--- config.mk ---
export PLATFORM = sky130hd
export DESIGN_NAME = smdr_div
export DESIGN_NICKNAME = d
export VERILOG_FILES = /design/src/design/smdr_pkg.sv /design/src/design/smdr_div.sv
export SDC_FILE = /design/constraint.sdc
export NUM_CORES = 2
export LEC_CHECK = 0
export BUFFER_PORTS_ARGS = -buffer_cell sky130_fd_sc_hd__buf_2
export CAP_MARGIN = 20
export CORE_UTILIZATION = 31
export CTS_CLUSTER_SIZE = 8
export DETAILED_ROUTE_END_ITERATION = 10
export GPL_TIMING_DRIVEN = 0
export PLACE_DENSITY_LB_ADDON = 0.05
export SYNTH_ARGS = -nofsm -noshare
export SYNTH_HDL_FRONTEND = slang
export SYNTH_SLANG_ARGS = --single-unit
--- constraint.sdc ---
create_clock -name i_clk -period 8.9 [get_ports i_clk]
set_clock_uncertainty 0.15 [all_clocks]
set_input_delay 0.445 -clock i_clk [delete_from_list [all_inputs] [get_ports i_clk]]
set_output_delay 0.445 -clock i_clk [all_outputs]
set_load 0.02 [all_outputs]
--- src/design/smdr_pkg.sv ---
package smdr_pkg;

    localparam int W               = 32;
    localparam int NUM_W           = 2 * W - 1;
    localparam int QBITS_PER_STAGE = 2;
    localparam int DIV_STAGES      = W / QBITS_PER_STAGE;
    // input reg, multiply, round add, divider entry, divider stages, output reg
    localparam int LATENCY         = DIV_STAGES + 5;

    localparam logic [1:0] ST_OK       = 2'd0;
    localparam logic [1:0] ST_DIVZERO  = 2'd1;
    localparam logic [1:0] ST_OVERFLOW = 2'd2;

    typedef struct packed {
        logic signed [W-1:0] value;
        logic signed [W-1:0] multiplier;
        logic signed [W-1:0] divisor;
    } t_in;

    typedef struct packed {
        logic signed [W-1:0] scaled;
        logic [1:0]          status;
    } t_out;

    typedef struct packed {
        logic neg;
        logic dz;
        logic ovf;
    } t_side;

    // rem: partial remainder, low: dividend bits not yet shifted in, quo: quotient so far
    typedef struct packed {
        logic [W-1:0] rem;
        logic [W-1:0] low;
        logic [W-1:0] quo;
    } t_divstate;

    function automatic logic [W-1:0] mag(input logic [W-1:0] x);
        logic [W-1:0] r;
        r = x[W-1] ? (~x + 1'b1) : x;
        return r;
    endfunction

    // QBITS_PER_STAGE steps of restoring division; rem stays below d when it enters below d
    function automatic t_divstate div_step(input t_divstate s, input logic [W-1:0] d);
        t_divstate  r;
        logic [W:0] trial;
        logic [W:0] diff;
        r = s;
        for (int k = 0; k < QBITS_PER_STAGE; k++) begin
            trial = {r.rem, r.low[W-1]};
            diff  = trial - {1'b0, d};
            r.low = {r.low[W-2:0], 1'b0};
            if (trial >= {1'b0, d}) begin
                r.rem = diff[W-1:0];
                r.quo = {r.quo[W-2:0], 1'b1};
            end else begin
                r.rem = trial[W-1:0];
                r.quo = {r.quo[W-2:0], 1'b0};
            end
        end
        return r;
    endfunction

endpackage

--- src/design/smdr_div.sv ---
module smdr_div (
    input  logic                          i_clk,
    input  logic                          i_rst_n,
    input  logic                          i_valid,
    input  logic [smdr_pkg::NUM_W-1:0]    i_num,
    input  logic [smdr_pkg::W-1:0]        i_den,
    input  smdr_pkg::t_side               i_side,
    output logic                          o_valid,
    output logic [smdr_pkg::W-1:0]        o_quo,
    output smdr_pkg::t_side               o_side
);

    localparam int N = smdr_pkg::DIV_STAGES;
    localparam int W = smdr_pkg::W;

    logic                r_valid [0:N];
    smdr_pkg::t_divstate r_st    [0:N];
    logic [W-1:0]        r_den   [0:N];
    smdr_pkg::t_side     r_side  [0:N];

    smdr_pkg::t_side n_side0;

    // quotient fits 32 bits only when the top dividend bits are below the divisor
    always_comb begin
        n_side0     = i_side;
        n_side0.ovf = ({1'b0, i_num[smdr_pkg::NUM_W-1:W]} >= i_den);
    end

    always_ff @(posedge i_clk) begin
        if (!i_rst_n) begin
            for (int s = 0; s <= N; s++) begin
                r_valid[s] <= 1'b0;
            end
        end else begin
            r_valid[0] <= i_valid;
            for (int s = 0; s < N; s++) begin
                r_valid[s+1] <= r_valid[s];
            end
        end
        r_st[0].rem <= {1'b0, i_num[smdr_pkg::NUM_W-1:W]};
        r_st[0].low <= i_num[W-1:0];
        r_st[0].quo <= '0;
        r_den[0]    <= i_den;
        r_side[0]   <= n_side0;
        for (int s = 0; s < N; s++) begin
            r_st[s+1]   <= smdr_pkg::div_step(r_st[s], r_den[s]);
            r_den[s+1]  <= r_den[s];
            r_side[s+1] <= r_side[s];
        end
    end

    assign o_valid = r_valid[N];
    assign o_quo   = r_st[N].quo;
    assign o_side  = r_side[N];

    // remainder must be below the divisor at the last stage for a word with a nonzero divisor that did not overflow
    a_rem_bound: assert property (@(posedge i_clk) disable iff (!i_rst_n)
        (r_valid[N] && !r_side[N].dz && !r_side[N].ovf) |-> (r_st[N].rem < r_den[N]))
        else $error("divider remainder not below divisor");

    a_valid_flow: assert property (@(posedge i_clk) disable iff (!i_rst_n)
        i_valid |-> ##(N+1) o_valid)
        else $error("divider lost a word");

endmodule

==> results.cfg <==
[logic_synthesis]
synth_xor_area_share_pct = 7.47
async_sr_flop_fraction_pct = 0
count_of_yosys_warnings_during_synthesis = 0
synth.ff_latch_count = 1635
postSynth.topFlopCell = sky130_fd_sc_hd__dfxtp_1
post_synth_main_area_contributors = sky130_fd_sc_hd__dfxtp_1 34%, sky130_fd_sc_hd__ha_1 14%, sky130_fd_sc_hd__mux2_2 6.2%
synth_top_area_cell = sky130_fd_sc_hd__dfxtp_1
post_synth_inst_count = 10700
count_of_flip_flops_with_a_built_in_enable_after_synthesis = 0
ys_types = 103
synth.top_cell.area_share_pct = 34.0
synth_top_family_by_area = compound AO/OA/AOI/OAI gates
post_synth_mux_area_share_pct = 7.47
synth_compound_area_share_pct = 20.5
synth_area_mm2 = 0.0962
post_synth_fa_ha_maj_area_fraction_pct = 14.4
postSynthAreaPerCell_um2 = 9.00
synth_simple_gate_area_share_pct = 11.5
synth_nets = 11900
synth.yosys.seq_area_share_pct = 34.0

[clock_tree]
max-clock-path-buffers = 4
clock_sinks = 1635
tritoncts = built
clk_transition_reported_paths_ns = 0.05
numCtsBuffers = 235
post-cts-setup-buffer-count = 0
clkLatencyLatePin_ns = 0.91
clock-root-buffer = sky130_fd_sc_hd__clkbuf_16
clock_tree.htree_level_count = 4

[final_layout]
finalNetCount = 12400
drive_gt1_share_pct = 10.4
post_route_utilization_pct = 35.6
area.growth.synth_to_final_pct = 14.4
layoutNonFillerInstCount = 15400

[critical_path]
worst_ep_arrival_time_ns = 9.04
path_class = flop to flop
path_max_fanout = 10
timing.critical_path.from_type = flop
worst_setup_path_end_kind = flop
required_ns = 9.46

[sta]
setup_violations = 0
post-route-worst-setup-slack_ns = 0.413
final_hold_viol_count = 0
min_period_over_period_pct = 95.4
whs_ns = 0.0888
worst-slew-pin-transition_ns = 1.05
drv_slew = 0
rsz0062_at_grt = yes
slew_headroom_pct = 29.7
maxClockFrequency_mhz = 118
timing.final.crit_period_ns = 8.49

[placement]
dp_hpwl_um = 260000
placed_instances = 14900
dp_slack_ns = 0.509
globalplace.congestion = 0.886
count_of_input_and_output_buffers = 135

[route]
first_pass_iteration_count_of_the_detailed_router = 5
drcViolationCount = 0
detailedRoute.firstIterationViolations = 4918
drtAntennaViolNets = 0
route.vias.total = 78100
viasPerCell = 5.08
wl_per_cell_um = 20.4
routed_wirelength_um = 314000

[floorplan]
initial_cell_density_of_the_core_pct = 31.2
die_w_um = 559
floorplan.core_area_mm2 = 0.309
die_h_um = 559
std_cell_rows = 204
die_area_mm2 = 0.312
ioPinCount = 137

[global_routing]
globalRouteTotalUtil_pct = 19.4
grt_remaining_overflow = 0
first_global_vias = 78100
global_route_wire_length_before_repair_um = 471000
largest_net_degree_at_the_start_of_global_routing = 23
grt_antenna_before_repair = 13

[outcome]
run_status = complete, no violations

[flow_run]
max-cap-violations = 0

[hold_path]
hold_path.class = input port to flop
-- cells by family after synthesis --
| family | after synthesis |
|---|---|
| xor gates and xnor gates | 820 |
| DFF | 1635 |
| and+or+nand+nor | 2296 |
| adders and majority gates | 1086 |
| muxes | 635 |
| buffers and inverters | 1119 |
| AOI/OAI and AO/OA | 3097 |
-- Yosys cell counts (all sizes together) (142+ instances only) --
library cell / number
inv: 853
nand4: 142
o21bai: 147
nor3: 143
o21a: 149
nor2: 573
xnor2: 559
dfxtp: 1635
ha: 1055
xor2: 261
a21oi: 923
nand3: 188
mux2: 596
nand2: 674
o21ai: 709
a21o: 486
clkbuf: 145
-- layer usage --
layer  global-route usage (%)  part of all wire (%)  up-vias
met1                     24.5                    44    37200
li1                         -                     -    39100
met5                        0                     0        -
met3                     2.32                   4.0      338
met2                     34.9                    50     1503
met4                     4.75                   2.2        0
-- worst max-delay path, cell delays in order (launching register included) --
cell and delay [ns]:
sky130_fd_sc_hd__dfxtp_1 0.65, sky130_fd_sc_hd__inv_1 0.22, sky130_fd_sc_hd__ha_1 0.32, sky130_fd_sc_hd__clkbuf_1 0.29, sky130_fd_sc_hd__nand3_1 0.14, sky130_fd_sc_hd__or4_1 0.58
sky130_fd_sc_hd__nor4_1 0.45, sky130_fd_sc_hd__a221o_1 0.28, sky130_fd_sc_hd__o21ai_0 0.10, sky130_fd_sc_hd__o21ai_1 0.22, sky130_fd_sc_hd__buf_2 0.36, sky130_fd_sc_hd__buf_2 0.35
sky130_fd_sc_hd__nor2_1 0.08, sky130_fd_sc_hd__a21oi_1 0.35, sky130_fd_sc_hd__ha_1 0.32, sky130_fd_sc_hd__nor2b_1 0.14, sky130_fd_sc_hd__o31a_1 0.29, sky130_fd_sc_hd__o41ai_1 0.51
sky130_fd_sc_hd__a211o_1 0.26, sky130_fd_sc_hd__nand3b_1 0.13, sky130_fd_sc_hd__o311a_1 0.33, sky130_fd_sc_hd__a31oi_1 0.36, sky130_fd_sc_hd__a21o_1 0.16, sky130_fd_sc_hd__nand2_1 0.08
sky130_fd_sc_hd__a211oi_4 0.45, sky130_fd_sc_hd__buf_6 0.23, sky130_fd_sc_hd__mux2_2 0.44
-- timing repair --
item	in CTS	in global routing
hold buffers	138	0
setup endpoints to repair	0	62
resized for setup	0	6
hold endpoints to repair	115	0
-- path summary, 6_finish.rpt --
path	start	endpoint	slack, ns	cells after the start
hold / removal	i_num[18]	r_st[0][50]	0.09	2
setup / recovery	r_den[0][312]	r_st[0][1050]	0.41	26
setup reg to reg	r_den[0][312]	r_st[0][1050]	0.41	26
hold reg to reg	r_st[0][288]	r_st[0][386]	0.12	0
-- cells in the final DEF, fill, tap and decap left out, types with 36 or more instances in the layout --
master	Yosys	final
sky130_fd_sc_hd__dfxtp_1	1635	1635
sky130_fd_sc_hd__ha_1	1055	1055
sky130_fd_sc_hd__a21oi_1	921	921
sky130_fd_sc_hd__inv_1	848	848
sky130_fd_sc_hd__o21ai_0	691	691
sky130_fd_sc_hd__nand2_1	674	674
sky130_fd_sc_hd__nor2_1	573	573
sky130_fd_sc_hd__xnor2_1	559	559
sky130_fd_sc_hd__mux2_2	533	533
sky130_fd_sc_hd__a21o_1	486	486
sky130_fd_sc_hd__xor2_1	261	261
sky130_fd_sc_hd__clkbuf_16	0	235
sky130_fd_sc_hd__nand3_1	188	188
sky130_fd_sc_hd__buf_2	51	186
sky130_fd_sc_hd__clkbuf_1	145	162
sky130_fd_sc_hd__o21a_1	149	149
sky130_fd_sc_hd__o21bai_1	147	147
sky130_fd_sc_hd__nor3_1	143	143
sky130_fd_sc_hd__nand4_1	142	142
sky130_fd_sc_hd__dlygate4sd3_1	0	138
sky130_fd_sc_hd__nand2b_1	113	113
sky130_fd_sc_hd__nor2b_1	103	103
sky130_fd_sc_hd__a211oi_1	98	97
sky130_fd_sc_hd__a31oi_1	96	96
sky130_fd_sc_hd__and3_1	93	93
sky130_fd_sc_hd__and2_1	69	69
sky130_fd_sc_hd__o31ai_1	62	62
sky130_fd_sc_hd__o211ai_1	55	55
sky130_fd_sc_hd__buf_4	43	43
sky130_fd_sc_hd__mux2_1	42	42
sky130_fd_sc_hd__mux2i_1	39	39
sky130_fd_sc_hd__or3_1	37	37
sky130_fd_sc_hd__nor4_1	36	36
-- cell type report --
| cell class | count | area [um^2] |
|---|---|---|
| clock inverter | 21 | 410 |
| buffer | 265 | 1300 |
| fill | 31800 | 199000 |
| timing repair buffer | 273 | 2060 |
| antenna | 11 | 27.5 |
| sequential | 1635 | 32700 |
| tap | 4120 | 5150 |
| multi-input combinational | 7934 | 58900 |
| clock buffer | 268 | 6150 |
| inverter | 854 | 3210 |
-- flip-flops by register name (all words and copies together) (netlist names) --
signal,count
r_st,1055
r_den,512
r_side,51
r_valid,17
-- stage by stage --
step | TNS (ns) | cell area (um^2)
floorplan | 0 | 96200
global placement | 0 | 102000
detailed placement | 0 | 102000
CTS | 0 | 110000
global route | -0.151 | 110000
finish | 0 | 110000
Power is left out: the tool's default activity adds up to more than one toggle a clock period on the data nets, which glitch-free logic cannot reach.
